## src/hw/rtl/assert_macros.svh

```systemverilog
// ---------------------------------------------------------------------------
// assert_macros.svh
// Assertion shorthands for the jump distance block. Every user module has
// clk and rst_n in scope.
// ---------------------------------------------------------------------------
`ifndef ASSERT_MACROS_SVH
`define ASSERT_MACROS_SVH

// property holds in the same cycle
`define TJD_ASSERT(lbl, prop, msg) \
    lbl: assert property (@(posedge clk) disable iff (!rst_n) (prop)) else $error(msg);

// condition implies a consequence in the next cycle
`define TJD_ASSERT_NEXT(lbl, cond, conseq, msg) \
    lbl: assert property (@(posedge clk) disable iff (!rst_n) (cond) |=> (conseq)) \
        else $error(msg);

`endif

```

## src/hw/rtl/tjd_pkg.sv

```systemverilog
// ---------------------------------------------------------------------------
// tjd_pkg
// Shared widths for the jump distance block.
// ---------------------------------------------------------------------------
package tjd_pkg;

    localparam int COORD_BITS_DEF = 24;
    localparam int TRACE_BITS_DEF = 16;
    localparam int STATE_BITS_DEF = 4;

endpackage

```

## src/hw/rtl/tjd_front.sv

```systemverilog
// ---------------------------------------------------------------------------
// tjd_front
// Trace match against the previous molecule, absolute differences, squares
// and their sum, three register stages.
// ---------------------------------------------------------------------------
`include "assert_macros.svh"

module tjd_front #(
    parameter int COORD_BITS = 24,
    parameter int TRACE_BITS = 16,
    parameter int STATE_BITS = 4
) (
    input  logic                    clk,
    input  logic                    rst_n,
    input  logic                    adv,
    input  logic                    in_valid,
    input  logic [TRACE_BITS-1:0]   in_trace,
    input  logic [COORD_BITS-1:0]   in_x,
    input  logic [COORD_BITS-1:0]   in_y,
    input  logic [STATE_BITS-1:0]   in_state,
    output logic                    out_valid,
    output logic [TRACE_BITS-1:0]   out_trace,
    output logic [STATE_BITS-1:0]   out_state,
    output logic [2*COORD_BITS:0]   out_sum
);
    import tjd_pkg::*;

    localparam int C = COORD_BITS;

    logic                   accept;
    logic                   match;
    logic [C-1:0]           dx;
    logic [C-1:0]           dy;
    logic [2*C-1:0]         dx_sq;
    logic [2*C-1:0]         dy_sq;

    logic                   have_prev_reg;
    logic [TRACE_BITS-1:0]  prev_trace_reg;
    logic [C-1:0]           prev_x_reg;
    logic [C-1:0]           prev_y_reg;

    logic                   a_valid_reg;
    logic [TRACE_BITS-1:0]  a_trace_reg;
    logic [STATE_BITS-1:0]  a_state_reg;
    logic [C-1:0]           a_dx_reg;
    logic [C-1:0]           a_dy_reg;

    logic                   b_valid_reg;
    logic [TRACE_BITS-1:0]  b_trace_reg;
    logic [STATE_BITS-1:0]  b_state_reg;
    logic [2*C-1:0]         b_dx_sq_reg;
    logic [2*C-1:0]         b_dy_sq_reg;

    logic                   c_valid_reg;
    logic [TRACE_BITS-1:0]  c_trace_reg;
    logic [STATE_BITS-1:0]  c_state_reg;
    logic [2*C:0]           c_sum_reg;

    assign accept = in_valid && adv;
    assign match  = have_prev_reg && (in_trace == prev_trace_reg);
    assign dx     = (in_x >= prev_x_reg) ? (in_x - prev_x_reg) : (prev_x_reg - in_x);
    assign dy     = (in_y >= prev_y_reg) ? (in_y - prev_y_reg) : (prev_y_reg - in_y);
    assign dx_sq  = a_dx_reg * a_dx_reg;
    assign dy_sq  = a_dy_reg * a_dy_reg;

    always_ff @(posedge clk or negedge rst_n)
    begin
        if (!rst_n)
        begin
            have_prev_reg  <= 1'b0;
            prev_trace_reg <= '0;
            prev_x_reg     <= '0;
            prev_y_reg     <= '0;
            a_valid_reg    <= 1'b0;
            b_valid_reg    <= 1'b0;
            c_valid_reg    <= 1'b0;
        end
        else
        begin
            if (accept)
            begin
                have_prev_reg  <= 1'b1;
                prev_trace_reg <= in_trace;
                prev_x_reg     <= in_x;
                prev_y_reg     <= in_y;
            end
            if (adv)
            begin
                a_valid_reg <= accept && match;
                b_valid_reg <= a_valid_reg;
                c_valid_reg <= b_valid_reg;
            end
        end
    end

    always_ff @(posedge clk)
    begin
        if (adv)
        begin
            a_trace_reg <= in_trace;
            a_state_reg <= in_state;
            a_dx_reg    <= dx;
            a_dy_reg    <= dy;
            b_trace_reg <= a_trace_reg;
            b_state_reg <= a_state_reg;
            b_dx_sq_reg <= dx_sq;
            b_dy_sq_reg <= dy_sq;
            c_trace_reg <= b_trace_reg;
            c_state_reg <= b_state_reg;
            c_sum_reg   <= {1'b0, b_dx_sq_reg} + {1'b0, b_dy_sq_reg};
        end
    end

    assign out_valid = c_valid_reg;
    assign out_trace = c_trace_reg;
    assign out_state = c_state_reg;
    assign out_sum   = c_sum_reg;

    `TJD_ASSERT_NEXT(a_prev_after_accept, accept, have_prev_reg, "no previous after accept")
    `TJD_ASSERT(a_jump_needs_prev, !a_valid_reg || have_prev_reg, "jump without previous")

endmodule

```

## config.mk

```make
export PLATFORM = sky130hd
export DESIGN_NAME = tjd_front
export DESIGN_NICKNAME = d
export VERILOG_FILES = /design/src/hw/rtl/tjd_pkg.sv /design/src/hw/rtl/tjd_front.sv
export VERILOG_INCLUDE_DIRS = /design/src /design/src/hw/rtl
export SDC_FILE = /design/constraint.sdc
export NUM_CORES = 2
export LEC_CHECK = 0
export BUFFER_PORTS_ARGS = -buffer_cell sky130_fd_sc_hd__buf_2
export CORE_ASPECT_RATIO = 0.7
export CORE_MARGIN = 3
export CORE_UTILIZATION = 30
export DETAILED_ROUTE_END_ITERATION = 6
export SLEW_MARGIN = 30
export SYNTH_ARGS = -nofsm -noshare
export SYNTH_HDL_FRONTEND = slang
export SYNTH_SLANG_ARGS = --single-unit
```

## constraint.sdc

```tcl
create_clock -name clk -period 17.3 [get_ports clk]
set_input_delay 3.46 -clock clk [delete_from_list [all_inputs] [get_ports clk]]
set_output_delay 3.46 -clock clk [all_outputs]
set_load 0.02 [all_outputs]
```

==> results list <==
- After detailed routing, the number of remaining DRC violations is 0.
* Primary FF master, synth: sky130_fd_sc_hd__edfxtp_1
* Cell at the root of the clock tree: sky130_fd_sc_hd__clkbuf_16
* H-Tree Level Count: 2
- The die is 495 µm wide.
- STA classifies the critical path startpoint as a register.
- Buffers inserted during clock tree synthesis total 39.
* Max-Cap Viols: 0
- Total die area: 172000 µm²
- Core Rows: 124
- Counting flops and latches in the post-synthesis netlist gives 319.
- Boundary pin count: 142
* Fin. Hold Viols: 0
* Critical path required time: 17.66 ns
- Measured against its own limit, the worst slew margin works out to 30.1%.
* Combined buffer and inverter count along the critical path: 6
* Via count of the first global-routing pass: 37023
- Endpoint arrival time on the critical path: 8.11 ns
- The Yosys step of the flow raised 0 warnings.
- Post-CTS Setup Inserts: 0
- After clock tree synthesis, the clock-pin slew on the worst setup and hold paths is 0.06 ns.
* Hold_buf cts: 0
* Standard cell core area: 165000 µm²
- First-pass DRT Iterations: 5
- Setup repair after global routing missed its margin: false
- Antenna violations before repair: 7
- Unique masters post-synth: 85
- Top cell family by delay on the critical path: adder cells
- On the worst path, the slowest cell contributes a delay of 0.76 ns.
* Proportion of layout cells with a drive suffix above 1: 6.36%
* Post-synth EDFFs: 251
- Fmax: 0.129 GHz
- Detailed placement ended at an HPWL of 104000 µm.
- The clock passes through at most 3 buffers.
- Period utilisation layout: 44.8%
* Layout overhead on the synthesized area: 9.07%
- Routed length per instance: 16.8 µm
* Tightest hold margin: 0.417 ns
* Cell count after synthesis: 5210
- Most used cell along the critical path: sky130_fd_sc_hd__fa_1
* Pre-CTS worst setup slack: 9.43 ns
- Final Worst Setup Slack: 9.55 ns
* Total wirelength of the detailed-routed design: 126000 µm
- Sequential cell area: 9240 µm²
- The number of pins with negative max-slew slack in the final report was 0.
- Port buffering added 141 buffers.
* Die height: 348 µm
- Post-synth net total: 6623
- Sequential share of the synthesized area: 18.4%
- STA classifies the critical path endpoint as a register.
- Most common library cell in the layout ignoring fill and taps: sky130_fd_sc_hd__inv_1
* Crit-path slowest cell: sky130_fd_sc_hd__edfxtp_1
- Total congestion overflow: 0
- Dividing the detail-routed via count by the number of cells gives 4.64.
* Via count: 34836
- Global placement routability congestion: 0.888
- After the last flow step, the layout net total stands at 6682.
- Post-CTS sizing: 0
- Worst Path Class, Setup: reg -> reg
* Fillers: 16978
* Clock skew after layout: 0.0463 ns
- Critical-path maximum fanout: 14
- For the final routed database, the setup TNS stands at 0 ns.
* Worst skew pair latency: 0.62 ns
- Number of violations reported at the end of detailed-routing iteration 0: 2445
- Core Util, Final: 33.2%
* Global routing usage summed across all routing layers: 15.0%
- Min Clock Period, post-route: 7.75 ns
- A synthesized cell averages 9.63 µm².
* Cells along the critical path: buf_6 -> nand2_1 -> fa_1 -> inv_1 -> fa_1 -> inv_1 -> fa_1 -> inv_1 -> fa_1 -> fa_1 -> fa_1 -> inv_1 -> fa_1 -> inv_1 -> ha_1 -> a2111oi_0 -> o21ai_0 -> a211oi_1 -> nor3b_2 -> o21ai_2 -> a41o_1 -> a2111oi_2 -> nor3_1
- Setup violations remaining at the end of the flow were counted as 0.
- TritonCTS Sinks: 319
- TritonCTS built the clock tree.
* Run status: finished clean
- The first global-routing pass estimated 207000 µm of wire.
* Pin count of the biggest net entering global routing: 66
* Netlist area before placement: 50200 µm²
- The initial utilization of the core area, before any placement, comes to 30.5%.
- In this run the remaining antenna-violating nets after routing total 0.
- Ys async rst share: 21.3%
- The register with the most flip-flops in the layout has 49 of them.
- At the pin with the least slew margin, the transition time is 1.04 ns.
* Worst min-delay path category: reg -> reg
- Most frequent cells in the layout: sky130_fd_sc_hd__inv_1 (1316), sky130_fd_sc_hd__fa_1 (847), sky130_fd_sc_hd__ha_1 (494)
- In the final layout, the multi-input gates occupy 35300 µm².
[routing by layer]
| layer | track usage, % | vias up | part of all wire (%) |
|---|---|---|---|
| met5 | 0 | - | 0.029 |
| met4 | 2.07 | 6 | 1.2 |
| met3 | 4.02 | 100 | 8.7 |
| met2 | 21.8 | 1031 | 41 |
| met1 | 22.7 | 17369 | 49 |
| li1 | - | 16330 | - |
[path summary, 6_finish.rpt]
path                            cells past startpoint  slack (ns)              end           start
min in group asynchronous                           1        2.67   prev_y_reg[12]           rst_n
worst min register to register                      0        0.42     out_state[2]  b_state_reg[2]
worst min-delay path                                0        0.42     out_state[2]  b_state_reg[2]
worst max-delay path                               23        9.55  b_dx_sq_reg[47]    a_dx_reg[20]
worst max register to register                     23        9.55  b_dx_sq_reg[47]    a_dx_reg[20]
max in group asynchronous                           2       13.53    prev_x_reg[4]           rst_n
[synth_stat cells, types with 10 or more instances]
| cell type | number | share of area (%) |
|---|---|---|
| sky130_fd_sc_hd__xnor2_1 | 127 | 2.2 |
| sky130_fd_sc_hd__nand2_1 | 471 | 3.5 |
| sky130_fd_sc_hd__nand4_1 | 42 | 0.52 |
| sky130_fd_sc_hd__and2_1 | 238 | 3.0 |
| sky130_fd_sc_hd__mux2i_1 | 20 | 0.40 |
| sky130_fd_sc_hd__dfrtp_1 | 68 | 3.4 |
| sky130_fd_sc_hd__a21oi_1 | 251 | 2.5 |
| sky130_fd_sc_hd__o21bai_1 | 27 | 0.40 |
| sky130_fd_sc_hd__nor2_1 | 129 | 0.96 |
| sky130_fd_sc_hd__edfxtp_1 | 251 | 15 |
| sky130_fd_sc_hd__o21ai_0 | 170 | 1.7 |
| sky130_fd_sc_hd__nor2b_1 | 31 | 0.39 |
| sky130_fd_sc_hd__nor3_1 | 28 | 0.28 |
| sky130_fd_sc_hd__nand3_1 | 27 | 0.27 |
| sky130_fd_sc_hd__nand2b_1 | 28 | 0.35 |
| sky130_fd_sc_hd__and3_1 | 19 | 0.24 |
| sky130_fd_sc_hd__inv_1 | 1316 | 9.8 |
| sky130_fd_sc_hd__buf_2 | 26 | 0.26 |
| sky130_fd_sc_hd__a31oi_1 | 32 | 0.40 |
| sky130_fd_sc_hd__clkbuf_1 | 142 | 1.1 |
| sky130_fd_sc_hd__a211oi_1 | 17 | 0.25 |
| sky130_fd_sc_hd__fa_1 | 847 | 34 |
| sky130_fd_sc_hd__o21ai_1 | 10 | 0.10 |
| sky130_fd_sc_hd__o21a_1 | 19 | 0.28 |
| sky130_fd_sc_hd__mux2_2 | 26 | 0.58 |
| sky130_fd_sc_hd__o211ai_1 | 15 | 0.22 |
| sky130_fd_sc_hd__ha_1 | 494 | 12 |
| sky130_fd_sc_hd__a21o_1 | 103 | 1.5 |
| sky130_fd_sc_hd__xor2_1 | 78 | 1.4 |
[through the flow]
stage | area, µm² | instances
floorplan | 50200 | 5210
global placement | 53200 | 7415
detailed placement | 53400 | 7428
CTS | 54700 | 7499
global route | 54700 | 7506
finish | 54700 | 7507
[worst reg2reg max path, cell delays in order, from the launching register on]
cell and delay (ns):
sky130_fd_sc_hd__edfxtp_1 0.76, sky130_fd_sc_hd__buf_6 0.25, sky130_fd_sc_hd__nand2_1 0.08, sky130_fd_sc_hd__fa_1 0.55, sky130_fd_sc_hd__inv_1 0.08, sky130_fd_sc_hd__fa_1 0.55, sky130_fd_sc_hd__inv_1 0.06, sky130_fd_sc_hd__fa_1 0.52
sky130_fd_sc_hd__inv_1 0.06, sky130_fd_sc_hd__fa_1 0.45, sky130_fd_sc_hd__fa_1 0.49, sky130_fd_sc_hd__fa_1 0.49, sky130_fd_sc_hd__inv_1 0.06, sky130_fd_sc_hd__fa_1 0.48, sky130_fd_sc_hd__inv_1 0.04, sky130_fd_sc_hd__ha_1 0.37
sky130_fd_sc_hd__a2111oi_0 0.51, sky130_fd_sc_hd__o21ai_0 0.23, sky130_fd_sc_hd__a211oi_1 0.23, sky130_fd_sc_hd__nor3b_2 0.33, sky130_fd_sc_hd__o21ai_2 0.15, sky130_fd_sc_hd__a41o_1 0.29, sky130_fd_sc_hd__a2111oi_2 0.37, sky130_fd_sc_hd__nor3_1 0.08
[logic make-up (layout without fill, tap and decap cells)]
| logic type | Yosys count | after routing | synth area share, % |
|---|---|---|---|
| mux | 47 | 47 | 1.01 |
| simple gates | 1053 | 1053 | 10.1 |
| other cells | 0 | 3 | 0 |
| flops | 319 | 319 | 18.4 |
| buf+inv | 1497 | 1586 | 11.3 |
| compound gates | 748 | 748 | 9.45 |
| fa+ha+maj | 1341 | 1341 | 46.1 |
| xor+xnor | 205 | 205 | 3.58 |
[layout make-up]
type                       count  area share [%]
timing repair buffer         199            2.31
sequential                   319            16.9
multi-input combinational   3394            64.4
antenna                        3          0.0137
inverter                    1316            9.02
tap                         2205            5.04
clock inverter                27           0.464
clock buffer                  44            1.85
Power is not shown: default switching activity piles up to over one toggle a cycle in this logic, so the estimate is an artifact.
