### src/hw/rtl/assert_macros.svh
// ---------------------------------------------------------------------------
// assert_macros.svh
// Assertion shorthands for the jump distance block. Every user module has
// clk and rst_n in scope.
// ---------------------------------------------------------------------------
`ifndef ASSERT_MACROS_SVH
`define ASSERT_MACROS_SVH

// property holds in the same cycle
`define TJD_ASSERT(lbl, prop, msg) \
    lbl: assert property (@(posedge clk) disable iff (!rst_n) (prop)) else $error(msg);

// condition implies a consequence in the next cycle
`define TJD_ASSERT_NEXT(lbl, cond, conseq, msg) \
    lbl: assert property (@(posedge clk) disable iff (!rst_n) (cond) |=> (conseq)) \
        else $error(msg);

`endif

### src/hw/rtl/tjd_pkg.sv
// ---------------------------------------------------------------------------
// tjd_pkg
// Shared widths for the jump distance block.
// ---------------------------------------------------------------------------
package tjd_pkg;

    localparam int COORD_BITS_DEF = 24;
    localparam int TRACE_BITS_DEF = 16;
    localparam int STATE_BITS_DEF = 4;

endpackage

### src/hw/rtl/tjd_sqrt_cell.sv
// ---------------------------------------------------------------------------
// tjd_sqrt_cell
// One restoring square root step: takes the next two radicand bits and
// settles one root bit, then hands everything to the next cell.
// ---------------------------------------------------------------------------
`include "assert_macros.svh"

module tjd_sqrt_cell #(
    parameter int ROOT_BITS  = 25,
    parameter int TRACE_BITS = 16,
    parameter int STATE_BITS = 4
) (
    input  logic                    clk,
    input  logic                    rst_n,
    input  logic                    adv,
    input  logic                    in_valid,
    input  logic [2*ROOT_BITS-1:0]  in_rad,
    input  logic [ROOT_BITS:0]      in_rem,
    input  logic [ROOT_BITS-1:0]    in_root,
    input  logic [TRACE_BITS-1:0]   in_trace,
    input  logic [STATE_BITS-1:0]   in_state,
    output logic                    out_valid,
    output logic [2*ROOT_BITS-1:0]  out_rad,
    output logic [ROOT_BITS:0]      out_rem,
    output logic [ROOT_BITS-1:0]    out_root,
    output logic [TRACE_BITS-1:0]   out_trace,
    output logic [STATE_BITS-1:0]   out_state
);
    import tjd_pkg::*;

    localparam int R = ROOT_BITS;

    logic [R+2:0]           cur;
    logic [R+2:0]           trial;
    logic [R+2:0]           diff;
    logic                   ge;
    logic [R:0]             rem_next;
    logic [R-1:0]           root_next;

    logic                   valid_reg;
    logic [2*R-1:0]         rad_reg;
    logic [R:0]             rem_reg;
    logic [R-1:0]           root_reg;
    logic [TRACE_BITS-1:0]  trace_reg;
    logic [STATE_BITS-1:0]  state_reg;

    always_comb
    begin
        cur       = {in_rem, in_rad[2*R-1 -: 2]};
        trial     = {1'b0, in_root, 2'b01};
        diff      = cur - trial;
        ge        = (cur >= trial);
        rem_next  = ge ? diff[R:0] : cur[R:0];
        root_next = {in_root[R-2:0], ge};
    end

    always_ff @(posedge clk or negedge rst_n)
    begin
        if (!rst_n)
        begin
            valid_reg <= 1'b0;
        end
        else if (adv)
        begin
            valid_reg <= in_valid;
        end
    end

    always_ff @(posedge clk)
    begin
        if (adv)
        begin
            rad_reg   <= in_rad << 2;
            rem_reg   <= rem_next;
            root_reg  <= root_next;
            trace_reg <= in_trace;
            state_reg <= in_state;
        end
    end

    assign out_valid = valid_reg;
    assign out_rad   = rad_reg;
    assign out_rem   = rem_reg;
    assign out_root  = root_reg;
    assign out_trace = trace_reg;
    assign out_state = state_reg;

    // partial remainder never exceeds twice the partial root
    `TJD_ASSERT(a_rem_bound, !valid_reg || (rem_reg <= ((R+1)'(root_reg) << 1)), "remainder out of range")

endmodule

### config.mk
export PLATFORM = sky130hd
export DESIGN_NAME = tjd_sqrt_cell
export DESIGN_NICKNAME = d
export VERILOG_FILES = /design/src/hw/rtl/tjd_pkg.sv /design/src/hw/rtl/tjd_sqrt_cell.sv
export VERILOG_INCLUDE_DIRS = /design/src /design/src/hw/rtl
export SDC_FILE = /design/constraint.sdc
export NUM_CORES = 1
export LEC_CHECK = 0
export BUFFER_PORTS_ARGS = -buffer_cell sky130_fd_sc_hd__buf_2
export CORE_MARGIN = 2
export CORE_UTILIZATION = 51
export CTS_CLUSTER_DIAMETER = 40
export CTS_CLUSTER_SIZE = 8
export DETAILED_ROUTE_END_ITERATION = 8
export PLACE_DENSITY = 0.94
export SYNTH_ARGS = -nofsm -noshare
export SYNTH_HDL_FRONTEND = slang
export SYNTH_SLANG_ARGS = --single-unit
### constraint.sdc
create_clock -name clk -period 2.1 [get_ports clk]
set_clock_uncertainty 0.05 [all_clocks]
set_input_delay 0.315 -clock clk [delete_from_list [all_inputs] [get_ports clk]]
set_output_delay 0.315 -clock clk [all_outputs]
set_load 0.05 [all_outputs]
==> flow_metrics.py, run 1 <==
metrics = {
    "status": {
        "status": "stopped before the end",
        "failing_step": "5_1_grt",
        "stop_error": "[ERROR GRT-0232] Routing congestion too high. Check the congestion heatmap in the GUI.",
    },
    "placement": {
        "placedCellCount": 871,
        "port_buffers": 244,
        "gp_congestion": 0.9840,
        "dp_hpwl_mm": 13.28,
    },
    "sta": {
        "endpoint_type": "register data pin",
        "crit_endpoint": "out_rem[13]$_DFFE_PP_/D",
    },
    "grt": {
        "grt_max_degree": 39,
        "track_usage_pct": 75.47,
        "overflow": 7,
    },
    "synth": {
        "synth_edf_count": 119,
        "synth.avg_cell_area_um2": 13.71,
        "synth_ff_type": "edfxtp_1",
        "syn_area_um2": 5554,
        "ys_ff_latch": 120,
        "syn_inst": 405,
        "synth.distinct_cells": 53,
        "synth_warnings": 0,
        "seq_area_frac_synth_pct": 64.79,
        "async_flop_share_pct": 0.8333,
    },
    "cts": {
        "cts_buffers": 17,
        "clock_sinks": 120,
        "cts_buffer_depth": 2,
        "cts_root_buffer": "clkbuf_8",
        "htree_num_levels": 4,
    },
    "floorplanning": {
        "die_y_um": 108.4,
        "fp.dieW_um": 108.4,
        "io_pins": 247,
        "initial_utilization_pct": 51.69,
        "rows": 38,
    },
}
==> kinds of logic after synthesis <==
kind of cell,Yosys count,share of synthesized area [%]
multiplexers,17,3.447
other,1,0.06752
AND/OR/NAND/NOR,83,7.456
AO/OA/AOI/OAI,86,10.70
buffers and inverters,49,3.988
adder cells (fa/ha/maj),27,6.082
XOR/XNOR,22,3.469
flip-flops,120,64.79
==> stage by stage <==
step	utilization [%]	worst slack, ns	setup TNS [ns]	cell area, um^2
after detailed placement	72.40	-0.8923	-20.31	7780
after global placement	72.40	-0.8217	-19.21	7780
after CTS	89.90	-0.1502	-2.645	9661
after floorplan	-	-0.6853	-14.94	5725
==> per-layer routing <==
| layer | overflow | global-route usage (%) |
|---|---|---|
| met1 | 0 | 73.85 |
| met3 | 0 | 63.35 |
| met4 | 4 | 76.01 |
| met2 | 3 | 91.60 |
| met5 | 0 | 20.09 |
==> Yosys cell counts (7+ instances only) <==
cell	instances	area, um^2
o21ai_0	12	60.06
nor2_1	22	82.58
a21oi_1	31	155.2
mux2_1	11	123.9
xnor2_1	16	140.1
edfxtp_1	119	3573
a211oi_1	7	52.55
nand2_1	18	67.56
nand3_1	9	45.04
clkbuf_1	7	26.28
inv_1	32	120.1
ha_1	27	337.8
nor3_1	7	35.03
==> repair_timing <==
action / in CTS
cloned: 2
gates resized for setup: 52
setup buffers: 18
hold endpoints to repair: 91
hold buffers: 91
endpoints found under the setup margin: 26
pin swaps: 14
==> inputs of run 2 (changes only) <==
Settings changed: CORE_UTILIZATION 51 to 40, CTS_CLUSTER_DIAMETER 40 to unset, CTS_CLUSTER_SIZE 8 to unset, PLACE_DENSITY 0.94 to unset, PLACE_DENSITY_LB_ADDON set to 0.15.
==> run 2 against run 1 <==
  * The flow now finishes, with violations (setup timing)
  * Synthesized cell count unchanged
  * Area after synthesis unchanged
==> flow_metrics.py, run 2 <==
metrics = {
    "synth": {
        "synth_edf_count": 119,
        "synth.area.top_cells": "edfxtp_1 (64%), ha_1 (6.1%), a21oi_1 (2.8%)",
        "synth.avg_cell_area_um2": 13.71,
        "syn_inst": 405,
        "seq_area_frac_synth_pct": 64.79,
        "synth.distinct_cells": 53,
        "synth_ff_type": "edfxtp_1",
        "synth_warnings": 0,
        "synthTopCellsByCount": "edfxtp_1 (119), inv_1 (32), a21oi_1 (31), ha_1 (27), nor2_1 (22)",
        "async_flop_share_pct": 0.8333,
        "synth_top_area_cell": "edfxtp_1",
        "ys_ff_latch": 120,
        "yosysMostFrequentCell": "edfxtp_1",
        "syn_area_um2": 5554,
        "synth_top_area_share_pct": 64.34,
    },
    "floorplanning": {
        "die_area_um2": 14840,
        "rows": 43,
        "fp.dieW_um": 121.8,
        "core_um2": 13720,
        "initial_utilization_pct": 40.48,
        "io_pins": 247,
        "die_y_um": 121.8,
    },
    "grt": {
        "grt_pass1_vias": 4541,
        "track_usage_pct": 20.02,
        "antenna_found_initial": 0,
        "grt_pass1_wl_mm": 22.40,
        "overflow": 0,
        "grt_max_degree": 49,
    },
    "worst_hold_path": {
        "hp-start": "in_rad[6]",
        "whs_endpoint": "out_rad[8]",
        "hold-path-cell-count": 1,
        "hp-class": "in -> reg",
    },
    "cts": {
        "clk_pin_slew_ns": 0.06,
        "insertion_delay_ns": 0.40,
        "cts_root_buffer": "clkbuf_16",
        "htree_num_levels": 4,
        "cts_buffer_depth": 2,
        "cts_buffers": 17,
        "cts_tree": "built",
        "clock_sinks": 120,
    },
    "cells_and_area": {
        "num_antenna_cells": 0,
        "syn_to_final_growth_pct": 62.06,
        "drive_gt1_share_pct": 59.39,
        "utilization_pct": 65.61,
        "final_cell_mix": "buf_2 (231), edfxtp_1 (119), buf_4 (105)",
        "layout.cells.non_filler": 963,
        "largest_register_ff_count": 48,
        "final_common_cell": "buf_2",
        "fin_area_um2": 9001,
        "fill_cells": 1070,
        "nNetsFinal": 923,
    },
    "setup_path": {
        "r2r-end": "out_valid",
        "r2r_setup_slack_ns": 1.26,
        "path_max_fanout": 8,
        "worstPathRequired_ns": 2.21,
        "critPathKind": "in -> reg",
        "start_kind": "input pin",
        "rr_startpoint": "out_valid",
        "crit_path_end_kind": "register",
        "r2r_cells": 1,
        "worstPathArrival_ns": 2.39,
    },
    "sta": {
        "fin_crit_sh_pct": 108.5,
        "final-max-slew-violation-count": 0,
        "hold_slack_ns": 0.02964,
        "min_period_ns": 2.279,
        "rsz0062_at_grt": "yes",
        "fmax_mhz": 438.8,
        "max_slew.worst_pin.slew_ns": 0.5175,
        "relSlewSlack_pct": 65.50,
        "setup_ws_ns": -0.1788,
        "setup_violations": 25,
        "tns_ns": -3.217,
        "finalHoldViolCount": 0,
    },
    "routing": {
        "firstDrtPassIters": 4,
        "drcViolationCount": 0,
        "drtIter0Drc": 215,
        "avgRoutedWirePerCell_um": 15.90,
        "vias_per_cell": 4.789,
        "vias": 4612,
        "wirelength_mm": 15.32,
        "ant_nets": 0,
    },
    "placement": {
        "placement.cell_area_um2": 7863,
        "gp_congestion": 0.8811,
        "pre_cts_ws_ns": -0.8448,
        "port_buffers": 244,
        "dp_hpwl_mm": 11.66,
        "placedCellCount": 917,
    },
    "pwr": {
        "pwr_density_cell_nw_per_um2": 936.9,
        "power_mw": 8.433,
        "p_sw_share_pct": 31.19,
        "clock_power_share_pct": 36.3,
        "p_seq_share_pct": 35.2,
        "p_int_mw": 5.803,
        "p_leak_nw": 4.029,
        "power.switching_mw": 2.630,
        "vdd_drop_max_uv": 584.5,
        "comb_power_share_pct": 28.5,
    },
    "status": {
        "violations": "setup timing",
        "status": "finished with violations",
    },
    "flow_run": {
        "maxCapViolCount": 0,
    },
}
-- run 2: cells by family after synthesis --
| kind of cell | synth area share [%] |
|---|---|
| AOI/OAI and AO/OA | 10.70 |
| xor gates and xnor gates | 3.469 |
| adders and majority gates | 6.082 |
| buffers and inverters | 3.988 |
| DFF | 64.79 |
| muxes | 3.447 |
| other | 0.06752 |
| and+or+nand+nor | 7.456 |
-- run 2: layout make-up --
| type | instances | area [um^2] | area share (%) |
|---|---|---|---|
| Inverter | 32 | 150.1 | 1.668 |
| Clock inverter | 14 | 198.9 | 2.210 |
| Timing Repair Buffer | 363 | 2315 | 25.72 |
| Tap cell | 180 | 225.2 | 2.502 |
| Sequential cell | 120 | 3598 | 39.98 |
| Multi-Input combinational cell | 237 | 2088 | 23.20 |
| Clock buffer | 17 | 425.4 | 4.726 |
-- run 2: worst max path at each step --
stage	endpoint	depth (start not counted)	start	slack (ns)
floorplan	out_rem[10]	10	in_root[16]	-0.69
global placement	out_rem[4]	10	in_root[16]	-0.78
detailed placement	out_rem[25]	11	in_root[16]	-0.84
CTS	out_rem[25]	16	in_root[20]	-0.17
global route	out_rem[6]	12	in_root[5]	-0.25
finish	out_rem[6]	11	in_root[17]	-0.18
-- run 2: layer usage --
metal	vias up	global-route usage [%]	routed length, um
met4	0	8.549	280
met2	169	34.92	7923
li1	2245	-	-
met1	2177	23.24	5980
met5	-	0	0
met3	21	5.290	1130
-- run 2: critical path, stage by stage --
cell and delay [ns]:
buf_6 0.08, inv_6 0.03, ha_4 0.26, and4_4 0.24, nand3_4 0.08, or4_4 0.43
a31oi_4 0.18, a2bb2oi_4 0.20, buf_12 0.14, buf_12 0.13, mux2_4 0.30
-- run 2: timing repair --
item / CTS / global route
endpoints found under the hold margin: 1 / 0
hold buffers: 1 / 0
gates resized for setup: 59 / 36
endpoints found under the setup margin: 27 / 27
pin swaps: 21 / 13
setup buffers: 9 / 5
cloned: 2 / 0
-- run 2: power groups by stage --
| stage | Sequential [mW] | Combinational [mW] | Clock [mW] |
|---|---|---|---|
| finish | 2.97 | 2.41 | 3.06 |
| global route | 2.99 | 2.54 | 3.23 |
| CTS | 2.97 | 2.37 | 3.13 |
| detailed placement | 3.02 | 2.19 | 0 |
| global placement | 3.02 | 2.18 | 0 |
| floorplan | 3.85 | 0.611 | 0 |
(Power assumes the default switching activity.)
==> inputs of run 3 (changes only) <==
==> constraint.sdc (replaced) <==
create_clock -name clk -period 2.1 [get_ports clk]
set_clock_uncertainty 0.05 [all_clocks]
set_input_delay 0.63 -clock clk [delete_from_list [all_inputs] [get_ports clk]]
set_output_delay 0.63 -clock clk [all_outputs]
set_load 0.05 [all_outputs]
==> run 3 against run 2 <==
  * The run still ends with setup timing left
  * Sequential share of layout area fell by 0.39 points
  * Sequential power barely moved
  * Sequential cell count did not move
  * Cell count fell by 0.42%
  * Die area did not move
  * Critical path depth fell by 1
  * Critical path type unchanged
  * Critical endpoint is now out_rem[9]
  * Non-clock buffer count fell by 4
  * Largest cell class unchanged
  * Global-route usage rose by 0.43 points
==> flow_metrics.py, run 3 (synthesized netlist as in run 2, its figures left out) <==
metrics = {
    "setup_path": {
        "r2r-end": "out_valid",
        "crit_path_end_kind": "register",
        "cp_slowest_cell": "or4_4",
        "path_delay_family": "simple AND/OR/NAND/NOR gates",
        "critPathBufInv": 3,
        "worstPathArrival_ns": 2.67,
        "path_cells": "buf_8 -> inv_4 -> ha_4 -> and4_4 -> nand3_4 -> or4_4 -> a31oi_4 -> a2bb2oi_4 -> buf_6 -> mux2_4",
        "cp_slowest_stage_delay_ns": 0.44,
        "path_max_fanout": 6,
        "critPathKind": "in -> reg",
        "rr_startpoint": "out_valid",
        "r2r_setup_slack_ns": 1.31,
        "worstPathRequired_ns": 2.21,
        "r2r_cells": 1,
        "start_kind": "input pin",
    },
    "routing": {
        "avgRoutedWirePerCell_um": 16.35,
        "vias": 4629,
        "wirelength_mm": 15.68,
        "firstDrtPassIters": 4,
        "vias_per_cell": 4.827,
        "drtIter0Drc": 220,
        "drcViolationCount": 0,
        "ant_nets": 0,
    },
    "worst_hold_path": {
        "hp-start": "in_rad[11]",
        "whs_endpoint": "out_rad[13]",
        "hp-class": "in -> reg",
        "hold-path-cell-count": 1,
    },
    "cells_and_area": {
        "final_common_cell": "buf_2",
        "syn_to_final_growth_pct": 63.66,
        "num_antenna_cells": 0,
        "fill_cells": 1060,
        "drive_gt1_share_pct": 60.98,
        "final_cell_mix": "buf_2 (229), edfxtp_1 (119), buf_4 (101)",
        "largest_register_ff_count": 48,
        "multi_input_area_um2": 2243,
        "nNetsFinal": 919,
        "fin_area_um2": 9090,
        "seqCellArea_um2": 3598,
    },
    "sta": {
        "tns_ns": -10.95,
        "finalHoldViolCount": 0,
        "setup_ws_ns": -0.4676,
        "setup_violations": 27,
        "min_period_ns": 2.568,
        "fin_crit_sh_pct": 122.3,
        "rsz0062_at_grt": "yes",
        "final-max-slew-violation-count": 0,
        "fmax_mhz": 389.5,
    },
    "grt": {
        "grt_pass1_vias": 4657,
        "grt_max_degree": 50,
        "overflow": 0,
        "track_usage_pct": 20.45,
        "grt_pass1_wl_mm": 22.93,
        "antenna_found_initial": 0,
    },
    "pwr": {
        "p_sw_share_pct": 31.50,
        "comb_power_share_pct": 29.4,
        "p_leak_nw": 4.013,
        "clock_power_share_pct": 34.6,
        "pwr_density_cell_nw_per_um2": 910.7,
        "p_int_mw": 5.671,
        "vdd_drop_max_uv": 539.0,
        "p_seq_share_pct": 35.9,
        "power.switching_mw": 2.607,
    },
    "floorplanning": {
        "die_area_um2": 14840,
        "rows": 43,
        "fp.dieW_um": 121.8,
        "initial_utilization_pct": 40.48,
        "io_pins": 247,
        "core_um2": 13720,
        "die_y_um": 121.8,
    },
    "flow_run": {
        "maxCapViolCount": 0,
    },
    "cts": {
        "insertion_delay_ns": 0.41,
        "cts_root_buffer": "clkbuf_16",
        "htree_num_levels": 4,
        "clk_pin_slew_ns": 0.05,
        "cts_buffer_depth": 2,
        "clock_sinks": 120,
        "cts_tree": "built",
        "cts_buffers": 17,
    },
    "placement": {
        "placement.cell_area_um2": 7858,
        "dp_hpwl_mm": 11.71,
        "pre_cts_ws_ns": -1.161,
        "port_buffers": 244,
        "gp_congestion": 0.8988,
    },
    "status": {
        "violations": "setup timing",
        "status": "finished with violations",
    },
}
==> run 3: cell count changes in the layout (fill, tap and decap cells not counted), sizes merged <==
| cell | delta |
|---|---|
| bufinv | -1 |
| clkbuf | +1 |
| buf | -4 |
| inv | -2 |
| clkinv | +2 |
==> run 3: layout make-up <==
| class | instances | area share (%) |
|---|---|---|
| Clock buffer | 18 | 4.721 |
| Clock inverter | 13 | 1.693 |
| Inverter | 32 | 1.679 |
| Multi-Input combinational cell | 237 | 24.68 |
| Sequential cell | 120 | 39.59 |
| Tap cell | 180 | 2.478 |
| Timing Repair Buffer | 359 | 25.16 |
==> run 3: what timing repair did <==
item | CTS | global route
setup buffers | 15 | 2
pin swaps | 21 | 14
setup endpoints to repair | 27 | 27
resized for setup | 77 | 53
hold buffers | 1 | 0
hold endpoints to repair | 1 | 0
cloned | 2 | 0
==> run 3: how the worst max path moves through the flow <==
stage                      startpoint     endpoint  cells past startpoint  slack [ns]
after floorplan           in_root[16]  out_rem[10]                     10       -1.00
after global placement    in_root[16]   out_rem[4]                     10       -1.10
after detailed placement  in_root[16]   out_rem[4]                     10       -1.16
after CTS                 in_root[14]   out_rem[6]                     11       -0.50
after global routing      in_root[14]  out_rem[13]                     10       -0.52
final                     in_root[14]   out_rem[9]                     10       -0.47
==> run 3: routing by layer <==
layer  vias up  routed length [um]  GRT usage [%]
li1       2238                   -              -
met3        34                1023          4.916
met2       179                7927          35.58
met1      2178                6276          23.89
met5         -                   0              0
met4         0                 455          9.267
==> run 3: through the flow <==
step	instances	utilization, %	power, mW	hold WS [ns]
floorplan	406	-	4.464	0.2844
global placement	913	57.27	5.181	0.3555
detailed placement	913	57.27	5.207	0.3583
CTS	962	64.96	8.298	0.3326
global route	959	66.26	8.594	0.3281
finish	959	66.26	8.278	0.3424
==> run 3: power groups by stage <==
stage | sequential, mW | combinational (mW) | clock (mW)
final | 2.97 | 2.44 | 2.87
after global routing | 3.00 | 2.58 | 3.02
after CTS | 2.98 | 2.39 | 2.93
after detailed placement | 3.02 | 2.18 | 0
after global placement | 3.02 | 2.16 | 0
after floorplan | 3.85 | 0.611 | 0
==> inputs of run 4 (changes only) <==
Settings changed: PLACE_DENSITY set to 0.81, PLACE_DENSITY_LB_ADDON 0.15 to unset.
Clock period 2.1 ns to 2.91 ns, I/O delays scaled along.
==> run 4 against run 3 <==
  * The run still ends with setup timing left
  * Utilization down 3.2 points
  * Combinational power decreased by 32%
  * Cell area fell by 4.8%
  * Clock-buffer cell count stayed put
  * Hold slack got worse by 0.16 ns
  * Global-route usage barely moved
  * Routed wire length increased by 0.53%
  * Sequential power is 28% lower
  * Die area unchanged
  * Sequential share of layout area increased by 2.0 points
  * Clock power is 26% lower
  * Via count grew 0.30%
  * Critical path type unchanged
  * Highest routed layer is now met5
==> flow_metrics.py, run 4 (synthesized netlist as in run 2, its figures left out) <==
metrics = {
    "cells_and_area": {
        "final_common_cell": "buf_2",
        "final_cell_mix": "buf_2 (234), edfxtp_1 (119), buf_4 (92)",
        "layout.cells.non_filler": 944,
        "nNetsFinal": 902,
        "largest_register_ff_count": 48,
        "drive_gt1_share_pct": 55.96,
        "syn_to_final_growth_pct": 55.85,
    },
    "routing": {
        "drtIter0Drc": 431,
        "avgRoutedWirePerCell_um": 16.70,
        "drcViolationCount": 0,
        "vias_per_cell": 4.918,
        "firstDrtPassIters": 6,
        "vias": 4643,
        "ant_nets": 0,
        "wl_met2_mm": 8.147,
        "m1WireLength_mm": 5.981,
        "wl_met3_mm": 1.225,
        "highest_layer": "met5",
        "wirelength_mm": 15.77,
    },
    "sta": {
        "hold_slack_ns": 0.1801,
        "finalHoldViolCount": 0,
        "setup_ws_ns": -0.08878,
        "final-max-slew-violation-count": 0,
        "max_slew.worst_pin.slew_ns": 0.6438,
        "relSlewSlack_pct": 57.08,
        "min_period_ns": 2.999,
        "fin_crit_sh_pct": 103.1,
        "setup_violations": 10,
        "rsz0062_at_grt": "yes",
        "tns_ns": -0.7877,
        "fmax_mhz": 333.5,
    },
    "cts": {
        "clk_pin_slew_ns": 0.06,
        "cts_buffer_depth": 2,
        "clock_sinks": 120,
        "cts_buffers": 17,
        "htree_num_levels": 4,
        "cts_root_buffer": "clkbuf_16",
        "cts_tree": "built",
        "insertion_delay_ns": 0.41,
    },
    "grt": {
        "antenna_found_initial": 3,
        "grt_max_degree": 121,
        "overflow": 0,
        "grt_pass1_wl_mm": 23.10,
        "grt_pass1_vias": 4690,
        "track_usage_pct": 20.40,
    },
    "setup_path": {
        "worstPathArrival_ns": 3.11,
        "worstPathRequired_ns": 3.02,
        "critPathKind": "in -> reg",
        "crit_path_end_kind": "register",
        "start_kind": "input pin",
        "path_max_fanout": 6,
    },
    "placement": {
        "placedCellCount": 899,
        "pre_cts_ws_ns": -0.5777,
        "gp_congestion": 0.8837,
        "port_buffers": 244,
        "dp_hpwl_mm": 11.69,
    },
    "floorplanning": {
        "initial_utilization_pct": 40.48,
        "fp.dieW_um": 121.8,
        "io_pins": 247,
        "die_y_um": 121.8,
        "rows": 43,
        "die_area_um2": 14840,
        "core_um2": 13720,
    },
    "status": {
        "status": "finished with violations",
        "violations": "setup timing",
    },
    "worst_hold_path": {
        "hp-class": "in -> async",
    },
    "pwr": {
        "p_leak_nw": 3.887,
        "pwr_density_cell_nw_per_um2": 686.1,
        "vdd_drop_max_uv": 403.1,
    },
    "flow_run": {
        "maxCapViolCount": 0,
    },
}
[run 4: changes by cell type in the layout (fill, tap and decap cells not counted), moves of 4 or more]
cell     before  now
nor2_1       17   21
ha_4         14    8
buf_6        18    8
a21oi_1      18   25
buf_8         6    2
ha_1         12   19
a21oi_2      10    6
buf_4       101   92
buf_2       229  234
[run 4: worst paths after layout]
path	start	to	slack (ns)	cells past startpoint
min in group clk	out_valid	out_valid	0.49	1
max reg2reg	out_valid	out_valid	2.09	1
min reg2reg	out_valid	out_valid	0.49	1
min	rst_n	out_valid	0.18	1
max in group asynchronous	rst_n	out_valid	2.54	1
max	in_root[20]	out_rem[18]	-0.09	11
[run 4: area by class of cell]
type | instances | area (um^2)
inverter | 32 | 145.1
clock buffer | 18 | 429.2
sequential | 120 | 3598
clock inverter | 14 | 173.9
timing repair buffer | 342 | 2110
multi-input combinational | 237 | 1972
tap | 180 | 225.2
fill | 1027 | 5064
antenna | 1 | 2.502
[run 4: layer usage]
metal,up-vias,track usage (%)
li1,2208,-
met1,2164,22.87
met2,236,36.77
met3,31,5.805
met4,4,7.543
met5,-,0
[run 4: repair_timing]
item | CTS | global route
hold buffers | 0 | 0
endpoints found under the hold margin | 0 | 0
pin swaps | 6 | 4
gates resized for setup | 29 | 20
setup endpoints to repair | 20 | 25
buffers inserted | 8 | 3
cloned | 1 | 0
[run 4: report_power, final]
part	switching, mW	internal [mW]	total (mW)	leakage (nW)
Sequential	0.0440	2.11	2.15	1.18
Clock	0.773	1.35	2.13	0.290
Combinational	1.07	0.596	1.66	2.42
[run 4: stage by stage]
step / total power [mW] / cell area [um^2] / utilization (%)
2_1_floorplan: 3.222 / 5725 / -
6_report: 5.939 / 8656 / 63.09
3_5_place_dp: 3.744 / 7727 / 56.32
5_1_grt: 6.152 / 8653 / 63.07
4_1_cts: 5.958 / 8549 / 62.32
3_3_place_gp: 3.714 / 7727 / 56.32
[run 4: worst max-delay path: stages]
cell and delay (ns):
buf_2 0.11, inv_2 0.05, ha_4 0.25, and3_4 0.20, nand3_4 0.09, or4_4 0.53, a31oi_4 0.18, a2bb2oi_4 0.24
buf_12 0.14, buf_8 0.13, mux2_4 0.30
